$ cat src/design/ccsl_pkg.sv
// ----------------------------------------------------------------------------
// ccsl_pkg
// Shared types and constants for the comment stripper with lowering.
// ----------------------------------------------------------------------------
`default_nettype none

package ccsl_pkg;

  localparam logic [7:0] SLASH_CH   = 8'h2F;
  localparam logic [7:0] STAR_CH    = 8'h2A;
  localparam logic [7:0] NEWLINE_CH = 8'h0A;
  localparam logic [7:0] UPPER_A    = 8'h41;
  localparam logic [7:0] UPPER_Z    = 8'h5A;
  localparam logic [7:0] CASE_GAP   = 8'h20;

  // Scan mode, one-hot
  typedef enum logic [2:0] {
    MODE_NORMAL = 3'b001,
    MODE_BLOCK  = 3'b010,
    MODE_LINE   = 3'b100
  } scan_mode_t;

  // Bytes produced by one input word: count is 0, 1 or 2
  typedef struct packed {
    logic [1:0] count;
    logic [7:0] first;
    logic [7:0] second;
  } emit_t;

endpackage

`default_nettype wire

$ cat src/design/ccsl_if.sv
// ----------------------------------------------------------------------------
// ccsl_in_if / ccsl_out_if
// Valid/ready channels for raw text input and stripped text output.
// ----------------------------------------------------------------------------
`default_nettype none

interface ccsl_in_if;
  logic       valid;
  logic       ready;
  logic [7:0] in_byte;
  logic       end_of_text;

  modport source (output valid, output in_byte, output end_of_text, input ready);
  modport sink   (input valid, input in_byte, input end_of_text, output ready);
endinterface

interface ccsl_out_if;
  logic       valid;
  logic       ready;
  logic [7:0] out_byte;
  logic       run_last;

  modport source (output valid, output out_byte, output run_last, input ready);
  modport sink   (input valid, input out_byte, input run_last, output ready);
endinterface

`default_nettype wire

$ cat src/design/c_comment_stripper_lowercase.sv
// ----------------------------------------------------------------------------
// c_comment_stripper_lowercase
// Strips C block and line comments from a byte stream and lowers A-Z.
// ----------------------------------------------------------------------------
//
//   channel   role   payload                    words per handshake
//   text_in   sink   in_byte[7:0], end_of_text  one raw text byte
//   text_out  source out_byte[7:0], run_last    one kept byte
//
// Each accepted word is held in the input register, then the scanner
// decides its 0..2 output bytes and loads them into the result slot.
// For words giving one byte or none, a new word is taken every cycle
// while text_out keeps up. A word giving two bytes (a released slash
// and the byte after it) holds the result slot until both are sent.
// Reset (rst, synchronous) empties both registers, sets normal mode and
// clears the held slash. A stall on text_out holds the slot, then the input
// register, then drops text_in.ready.
// ----------------------------------------------------------------------------
`default_nettype none

module c_comment_stripper_lowercase (
  input  wire logic   clk,
  input  wire logic   rst,
  ccsl_in_if.sink     text_in,
  ccsl_out_if.source  text_out
);

  logic            q_valid;
  logic [7:0]      q_byte;
  logic            q_eot;
  ccsl_pkg::emit_t emit;
  logic            slot_free;
  logic            advance;

  // Advance the registered word when it emits nothing or the slot can take it
  assign advance       = q_valid && ((emit.count == 2'd0) || slot_free);
  assign text_in.ready = !q_valid || advance;

  // Input register
  always_ff @(posedge clk) begin
    if (rst) begin
      q_valid <= 1'b0;
    end else if (text_in.ready) begin
      q_valid <= text_in.valid;
    end
  end

  always_ff @(posedge clk) begin
    if (text_in.valid && text_in.ready) begin
      q_byte <= text_in.in_byte;
      q_eot  <= text_in.end_of_text;
    end
  end

  ccsl_scan u_scan (
    .clk         (clk),
    .rst         (rst),
    .step        (advance),
    .in_byte     (q_byte),
    .end_of_text (q_eot),
    .emit        (emit)
  );

  // Load only words that produce bytes
  ccsl_out_slot u_slot (
    .clk      (clk),
    .rst      (rst),
    .load     (advance && (emit.count != 2'd0)),
    .emit     (emit),
    .free     (slot_free),
    .text_out (text_out)
  );

endmodule

`default_nettype wire

$ cat src/design/ccsl_scan.sv
// ----------------------------------------------------------------------------
// ccsl_scan
// Comment scanner: holds mode and delimiter state, decides the bytes to emit.
// ----------------------------------------------------------------------------
`default_nettype none

module ccsl_scan (
  input  wire logic           clk,
  input  wire logic           rst,
  input  wire logic           step,
  input  wire logic [7:0]     in_byte,
  input  wire logic           end_of_text,
  output ccsl_pkg::emit_t     emit
);

  ccsl_pkg::scan_mode_t mode, mode_next;
  logic                 held, held_next;

  function automatic logic [7:0] lower_ascii(input logic [7:0] b);
    if (b >= ccsl_pkg::UPPER_A && b <= ccsl_pkg::UPPER_Z) begin
      return b + ccsl_pkg::CASE_GAP;
    end
    return b;
  endfunction

  always_comb begin
    mode_next   = mode;
    held_next   = held;
    emit.count  = 2'd0;
    emit.first  = lower_ascii(in_byte);
    emit.second = lower_ascii(in_byte);

    unique case (mode)
      ccsl_pkg::MODE_BLOCK: begin
        if (held && in_byte == ccsl_pkg::SLASH_CH) begin
          mode_next = ccsl_pkg::MODE_NORMAL;
          held_next = 1'b0;
        end else begin
          held_next = (in_byte == ccsl_pkg::STAR_CH);
        end
      end
      ccsl_pkg::MODE_LINE: begin
        held_next = 1'b0;
        if (in_byte == ccsl_pkg::NEWLINE_CH) begin
          emit.count = 2'd1;
          emit.first = ccsl_pkg::NEWLINE_CH;
          mode_next  = ccsl_pkg::MODE_NORMAL;
        end
      end
      default: begin
        mode_next = ccsl_pkg::MODE_NORMAL;
        if (held) begin
          held_next = 1'b0;
          priority if (in_byte == ccsl_pkg::STAR_CH) begin
            mode_next = ccsl_pkg::MODE_BLOCK;
          end else if (in_byte == ccsl_pkg::SLASH_CH) begin
            mode_next = ccsl_pkg::MODE_LINE;
          end else begin
            // release the held slash ahead of this byte
            emit.count = 2'd2;
            emit.first = ccsl_pkg::SLASH_CH;
          end
        end else if (in_byte == ccsl_pkg::SLASH_CH) begin
          if (end_of_text) begin
            emit.count = 2'd1;
          end else begin
            held_next = 1'b1;
          end
        end else begin
          emit.count = 2'd1;
        end
      end
    endcase

    if (end_of_text) begin
      mode_next = ccsl_pkg::MODE_NORMAL;
      held_next = 1'b0;
    end
  end

  always_ff @(posedge clk) begin
    if (rst) begin
      mode <= ccsl_pkg::MODE_NORMAL;
      held <= 1'b0;
    end else if (step) begin
      mode <= mode_next;
      held <= held_next;
    end
  end

endmodule

`default_nettype wire

$ cat src/design/ccsl_out_slot.sv
// ----------------------------------------------------------------------------
// ccsl_out_slot
// Result register: holds the bytes of one input word and sends them in turn.
// ----------------------------------------------------------------------------
`default_nettype none

module ccsl_out_slot (
  input  wire logic            clk,
  input  wire logic            rst,
  input  wire logic            load,
  input  wire ccsl_pkg::emit_t emit,
  output logic                 free,
  ccsl_out_if.source           text_out
);

  logic [1:0] remain;
  logic [7:0] head;
  logic [7:0] tail;
  logic       fire;

  assign fire              = text_out.valid && text_out.ready;
  assign free              = (remain == 2'd0) || (remain == 2'd1 && text_out.ready);
  assign text_out.valid    = (remain != 2'd0);
  assign text_out.out_byte = head;
  assign text_out.run_last = (remain == 2'd1);

  always_ff @(posedge clk) begin
    if (rst) begin
      remain <= 2'd0;
    end else if (load) begin
      remain <= emit.count;
    end else if (fire) begin
      remain <= remain - 2'd1;
    end
  end

  always_ff @(posedge clk) begin
    if (load) begin
      head <= emit.first;
      tail <= emit.second;
    end else if (fire) begin
      head <= tail;
    end
  end

endmodule

`default_nettype wire
$ cat src/flat_wrapper.sv
// flat-port wrapper written by rule: the top's interface ports become plain ports
module c_comment_stripper_lowercase_flat 
  (clk, rst, text_in_valid, text_in_in_byte, text_in_end_of_text, text_in_ready, text_out_valid, text_out_out_byte, text_out_run_last, text_out_ready);
  ccsl_in_if text_in_i ();
  ccsl_out_if text_out_i ();
  input  wire logic clk;
  input  wire logic rst;
  input wire logic [$bits(text_in_i.valid)-1:0] text_in_valid;
  input wire logic [$bits(text_in_i.in_byte)-1:0] text_in_in_byte;
  input wire logic [$bits(text_in_i.end_of_text)-1:0] text_in_end_of_text;
  output wire logic [$bits(text_in_i.ready)-1:0] text_in_ready;
  output wire logic [$bits(text_out_i.valid)-1:0] text_out_valid;
  output wire logic [$bits(text_out_i.out_byte)-1:0] text_out_out_byte;
  output wire logic [$bits(text_out_i.run_last)-1:0] text_out_run_last;
  input wire logic [$bits(text_out_i.ready)-1:0] text_out_ready;
  assign text_in_i.valid = text_in_valid;
  assign text_in_i.in_byte = text_in_in_byte;
  assign text_in_i.end_of_text = text_in_end_of_text;
  assign text_in_ready = text_in_i.ready;
  assign text_out_valid = text_out_i.valid;
  assign text_out_out_byte = text_out_i.out_byte;
  assign text_out_run_last = text_out_i.run_last;
  assign text_out_i.ready = text_out_ready;
  c_comment_stripper_lowercase u_core (.clk(clk), .rst(rst), .text_in(text_in_i), .text_out(text_out_i));
endmodule
$ cat config.mk
export PLATFORM = sky130hd
export DESIGN_NAME = c_comment_stripper_lowercase_flat
export DESIGN_NICKNAME = d
export VERILOG_FILES = /design/src/design/ccsl_pkg.sv /design/src/design/ccsl_if.sv /design/src/design/c_comment_stripper_lowercase.sv /design/src/design/ccsl_scan.sv /design/src/design/ccsl_out_slot.sv /design/src/flat_wrapper.sv
export SDC_FILE = /design/constraint.sdc
export NUM_CORES = 1
export LEC_CHECK = 0
export ABC_AREA = 0
export BUFFER_PORTS_ARGS = -buffer_cell sky130_fd_sc_hd__buf_4
export CORE_UTILIZATION = 55
export CTS_BUF_LIST = sky130_fd_sc_hd__clkbuf_16
export DETAILED_ROUTE_END_ITERATION = 12
export MAX_ROUTING_LAYER = met4
export PLACE_DENSITY_LB_ADDON = 0.15
export SLEW_MARGIN = 20
export SYNTH_ARGS = -nofsm -noshare
export SYNTH_HDL_FRONTEND = slang
export SYNTH_SLANG_ARGS = --single-unit
$ cat constraint.sdc
create_clock -name clk -period 2.6 [get_ports clk]
set_input_delay 0.39 -clock clk [delete_from_list [all_inputs] [get_ports clk]]
set_output_delay 0.39 -clock clk [all_outputs]
set_load 0.02 [all_outputs]
Yosys cells after proc, flatten, opt, wreduce, memory -nomap -nowiden
Index checks and enable logic that the tools add are counted.
{ "word_totals": {"elab_cells": 64, "out_inout_bits": 11, "ff_bits": 32, "input_bits": 13} }
{ "classes": {"eq_ne": 8, "muxes": 27, "n_lt_le_gt_ge": 2, "reduce_logical": 17, "addsub": 2} }
{ "ops": {"columns": ["cell", "n"], "rows": [
  ["$mux W8", 5],
  ["$mux W10", 2],
  ["$pmux W10 S2", 1],
  ["$mux W3", 6],
  ["$eq A8 B6 Y1 const B", 2],
  ["$mux W9", 1],
  ["$add A8 B6 Y8 const B", 1],
  ["$eq A8 B4 Y1 const B", 1],
  ["$ge A8 B7 Y1 const B", 1],
  ["$le A8 B7 Y1 const B", 1],
  ["$mux W2", 4],
  ["$logic_and A1 B1 Y1", 7],
  ["$mux W1", 6],
  ["$ne A3 B2 Y1 const B", 2],
  ["$pmux W3 S2", 1],
  ["$reduce_bool A2 Y1", 3],
  ["$logic_not A2 Y1", 2],
  ["$eq A3 B2 Y1 const B", 1],
  ["$eq A3 B3 Y1 const B", 1],
  ["$logic_or A1 B1 Y1", 3],
  ["$reduce_and A3 Y1", 1],
  ["$eq A2 B1 Y1 const B", 1],
  ["$pmux W1 S2", 1],
  ["$sub A2 B1 Y2 const B", 1],
  ["$logic_not A1 Y1", 1]
]} }

Logic depth before layout (Yosys ltp)
{ "depth": {"word_depth": 13, "depth_mapped": 8, "mapped_depth_nobuf": 7} }

Cells and area by module
A second synthesis with hierarchy kept.
{ "hier_totals": {"hier_cells": 131, "hier_area_um2": 1624.1} }
{ "modules_own_cells": {"columns": ["module", "cells_per_inst", "seq_area_each_um2", "area_per_inst_um2", "instances"], "rows": [
  ["ccsl_out_slot", 44, 520.5, 732.0, 1],
  ["ccsl_scan", 68, 80.1, 548.0, 1],
  ["c_comment_stripper_lowercase", 19, 290.3, 344.1, 1]
]} }

Least setup slack after synthesis
No wires, ideal clock.
{ "synth_timing": {"kind": "reg-to-reg", "start": "reg u_core.q_byte[6]", "end": "reg u_core.q_byte[0] (enable)", "required_ps": 2262, "arrival_time_ps": 1943, "path_slack_ps": 320, "setup_ps": 338, "n_path_buf": 0, "path_stages_with_launch": 6, "synth_period_minus_slack_ps": 2280, "cell_sequence": "edfxtp_1 > and4bb_2 > nand3_1 > a21bo_2 > o211ai_1 > and2_1"} }
{ "synth_between": {"elab_chain_cells": 10, "elab_cells_between_ends": 14, "cone_classes": "eq/ne (3); mux (6); reduce/logical (5)"} }
{ "synth_lines": {"columns": ["element", "line_no", "source"], "rows": [
  ["start: declaration", "c_comment_stripper_lowercase.sv:29", "logic [7:0] q_byte;"],
  ["start signal: assignment", "c_comment_stripper_lowercase.sv:50", "q_byte <= text_in.in_byte;"],
  ["$eq A8 B6 Y1", "ccsl_scan.sv:56, ccsl_scan.sv:63", null],
  ["$mux W10", "ccsl_scan.sv:56", "end else if (in_byte == ccsl_pkg::SLASH_CH) begin"],
  ["$mux W10", "ccsl_scan.sv:54", "priority if (in_byte == ccsl_pkg::STAR_CH) begin"],
  ["$mux W2", "ccsl_scan.sv:52", "if (held) begin"],
  ["$pmux W10 S2 *", "ccsl_scan.sv:33", "unique case (mode)"],
  ["$logic_not A2 Y1 *", "c_comment_stripper_lowercase.sv:36", "assign advance = q_valid && ((emit.count == 2'd0) || slot_free);"],
  ["$logic_or A1 B1 Y1 *", "c_comment_stripper_lowercase.sv:36", null],
  ["$logic_and A1 B1 Y1 *", "c_comment_stripper_lowercase.sv:36", null],
  ["$logic_or A1 B1 Y1 *", "c_comment_stripper_lowercase.sv:37", "assign text_in.ready = !q_valid || advance;"],
  ["named net text_in_ready", "flat_wrapper.sv:11", "output wire logic [$bits(text_in_i.ready)-1:0] text_in_ready;"],
  ["$logic_and A1 B1 Y1 *", "c_comment_stripper_lowercase.sv:49", "if (text_in.valid && text_in.ready) begin"]
]} }
The timed path passes the listed nets; every way through them passes the cells marked *.
A chain may end at the register's enable or synchronous reset.

Final worst setup path
{ "layout_timing": {"start": "reg u_core.q_byte[6]", "end": "out text_in_ready"} }
{ "layout_between": {"elab_chain_cells": 9, "elab_cells_between_ends": 13, "cone_classes": "eq/ne (3); mux (6); reduce/logical (4)"} }
{ "layout_lines": {"columns": ["element", "line_no"], "rows": [
  ["$eq A8 B6 Y1", "ccsl_scan.sv:56, ccsl_scan.sv:63"],
  ["$mux W10", "ccsl_scan.sv:56"],
  ["$mux W10", "ccsl_scan.sv:54"],
  ["$mux W2", "ccsl_scan.sv:52"],
  ["$pmux W10 S2 *", "ccsl_scan.sv:33"],
  ["$logic_not A2 Y1 *", "c_comment_stripper_lowercase.sv:36"],
  ["$logic_or A1 B1 Y1 *", "c_comment_stripper_lowercase.sv:36"],
  ["$logic_and A1 B1 Y1 *", "c_comment_stripper_lowercase.sv:36"],
  ["$logic_or A1 B1 Y1 *", "c_comment_stripper_lowercase.sv:37"],
  ["end: declaration", "flat_wrapper.sv:11"]
]} }
Mark *: on every way between the ends. The rest lies on a longest branch, timed or not.

==> impl_metrics.env <==
export IMPL_setup_violations=0
export IMPL_grt_pass1_wl_um=4970
export IMPL_ys_flop_type="edfxtp_1"
export IMPL_route_detailed_drc=0
export IMPL_ys_seq_area_frac=0.563
export IMPL_cts_buffers=5
export IMPL_slew_viol_final=0
export IMPL_fin_tns_setup_ps=0
export IMPL_synth_nets=152
export IMPL_async_flop_share=0
export IMPL_cts_resized=0
export IMPL_placed_cells_incl_taps=189
export IMPL_dieArea_um2=3090
export IMPL_grt_max_degree=16
export IMPL_fin_skew_ps=2.28
export IMPL_multiInputGateArea_um2=646
export IMPL_core_area_um2=2730
export IMPL_slew_limit_headroom=0.606
export IMPL_slowest_stage="edfxtp_1"
export IMPL_worstSetupPathDepth=5
export IMPL_wl_met1_um=1190
export IMPL_cts_hold_fix_buffers=0
export IMPL_period_needed_ps=2350
export IMPL_wl_met2_um=1400
export IMPL_dp_final_hpwl_um=2130
export IMPL_clk_pin_slew_ps=50
export IMPL_rsz0062_at_grt="false"
export IMPL_root_buffer="clkbuf_16"
export IMPL_die_h_um=55.6
export IMPL_yosys_warnings=0
export IMPL_gp_routability_congestion=0.824
export IMPL_drv_cap=0
export IMPL_synth_area_um2=1580
export IMPL_syn_area_per_cell_um2=11.6
export IMPL_place_ws_ps=320
export IMPL_synthCells=136
export IMPL_start_util=0.578
export IMPL_top_layer="met4"
export IMPL_fp_dieW_um=55.6
export IMPL_crit_arrival_ps=1960
export IMPL_synth_cell_types=41
export IMPL_crit_chain="and4bb_2, nand3_1, a21bo_2, o211ai_1, buf_4"
export IMPL_crit_family="compound AO/OA/AOI/OAI gates"
export IMPL_synth_top_area_share=0.475
export IMPL_htreeDepth=2
export IMPL_yosysTopAreaCell="edfxtp_1"
export IMPL_period_share=0.903
export IMPL_final_cell_mix="edfxtp_1, buf_4, nand2_1, nor2_1, inv_1"
export IMPL_cts_tree="yes"
export IMPL_synth_edf_count=25
export IMPL_antenna_found_initial=0
export IMPL_cellLeakagePower_uw=0.000760
export IMPL_fp_row_count=19
export IMPL_final_cells=197
export IMPL_power_density_nw_per_um2=810
export IMPL_num_vias=1162
export IMPL_outcome="finished clean"
export IMPL_firstDrtPassIters=4
export IMPL_cts_sinks=32
export IMPL_wl_per_cell_um=14.3
export IMPL_io_pins=24
export IMPL_fmax_ghz=0.426
export IMPL_worstMarginPinSlew_ps=584
export IMPL_grt_pass1_vias=1093
export IMPL_ys_seq_elements=32
export IMPL_max_stage_delay_ps=450
export IMPL_wl_met3_um=189
export IMPL_ir_drop_mv=0.676
export IMPL_worst_path_buf_inv=1
export IMPL_layout_setup_ws_ps=253
export IMPL_synth_area_leaders="edfxtp_1, dfxtp_1, nand2_1, ha_1, nor2_1"
export IMPL_clkLatencyLatePin_ps=270
export IMPL_grtUsageTotal=0.216
export IMPL_finalHoldViolations=0
export IMPL_area_delta_synth_final_pct=23.3
export IMPL_viasPerCell=5.90
export IMPL_drt_iter0_drc=39
export IMPL_portBuffers=23
export IMPL_clk_path_buf_depth=2
export IMPL_criticalPathCategory="reg -> out"
export IMPL_reg2reg_depth=6
export IMPL_diodes=0
export IMPL_nNetsFinal=181
export IMPL_gr_total_overflow=0
export IMPL_drive_gt1_frac=0.253
export IMPL_wirelength_um=2820
export IMPL_regArea_um2=891
export IMPL_required_ps=2210
export IMPL_critPathLaunchType="register"
export IMPL_final_common_cell="edfxtp_1"
export IMPL_post_cts_setup_buffers=0
export IMPL_nFillCells=191
export IMPL_holdPathStages=1
export IMPL_crit_path_end_kind="primary output"
export IMPL_cp_max_fo=5
export IMPL_hold_class="in -> reg"
export IMPL_antenna_left=0
==> worst paths after layout <==
| path | end | start | slack [ps] |
|---|---|---|---|
| worst max-delay path | text_in_ready | u_core.q_byte[6] | 250 |
| worst min-delay path | u_core.q_byte[5] | text_in_in_byte[5] | 290 |
| worst max register to register | u_core.u_slot.text_out.out_byte[7] | u_core.q_byte[6] | 300 |
| worst min register to register | u_core.u_slot.text_out.out_byte[0] | u_core.u_slot.tail[0] | 530 |
==> cells by family after synthesis <==
group / synth area share
AO/OA/AOI/OAI: 0.164
XOR/XNOR: 0.0166
adder cells (fa/ha/maj): 0.0237
buffers and inverters: 0.0285
flip-flops: 0.563
multiplexers: 0.0261
AND/OR/NAND/NOR: 0.178
==> through the flow <==
| step | cell area [µm²] | total power (µW) | util | hold slack, ps |
|---|---|---|---|---|
| final | 1950 | 1580 | 0.713 | 293 |
| after global routing | 1950 | 1640 | 0.713 | 286 |
| after CTS | 1950 | 1590 | 0.713 | 288 |
| after detailed placement | 1790 | 951 | 0.653 | 522 |
| after global placement | 1790 | 942 | 0.653 | 514 |
| after floorplan | 1580 | 851 | - | 489 |
==> flip-flops by register name (all words and copies together), names as in the netlist <==
name,count
u_core.q_eot,1
u_core.u_slot.tail,8
u_core.q_byte,8
u_core.u_scan.mode,3
u_core.q_valid,1
u_core.u_scan.held,1
u_core.u_slot.text_out.out_byte,8
u_core.u_slot.remain,2
==> cell usage after synthesis, drive strengths merged (2+ instances only) <==
library cell / instances
o211ai: 3
edfxtp: 25
nand3: 3
a31oi: 2
or2b: 3
ha: 3
nor2: 10
xnor2: 3
o21ai: 12
nor4b: 2
mux2i: 3
buf: 2
or2: 2
nor3: 4
a21oi: 6
nor2b: 3
a32o: 2
and3: 4
inv: 8
nand2: 15
dfxtp: 7
==> area by class of cell <==
cell class	instances	share of cell area
timing repair buffer	24	0.0924
sequential	32	0.457
clock buffer	5	0.0642
multi-input combinational	94	0.331
inverter	8	0.0154
tap	31	0.0199
clock inverter	3	0.0199
==> power by group <==
part | switching [µW] | internal [µW]
clock network | 195 | 446
logic | 161 | 117
registers | 31.1 | 629
total | 387 | 1190
==> per-layer routing <==
layer | global-route usage | vias up
li1 | - | 561
met1 | 0.267 | 551
met2 | 0.343 | 44
met3 | 0.0558 | 6
met4 | 0.0857 | 0
met5 | - | -
Power figures use the tool's default switching activity.
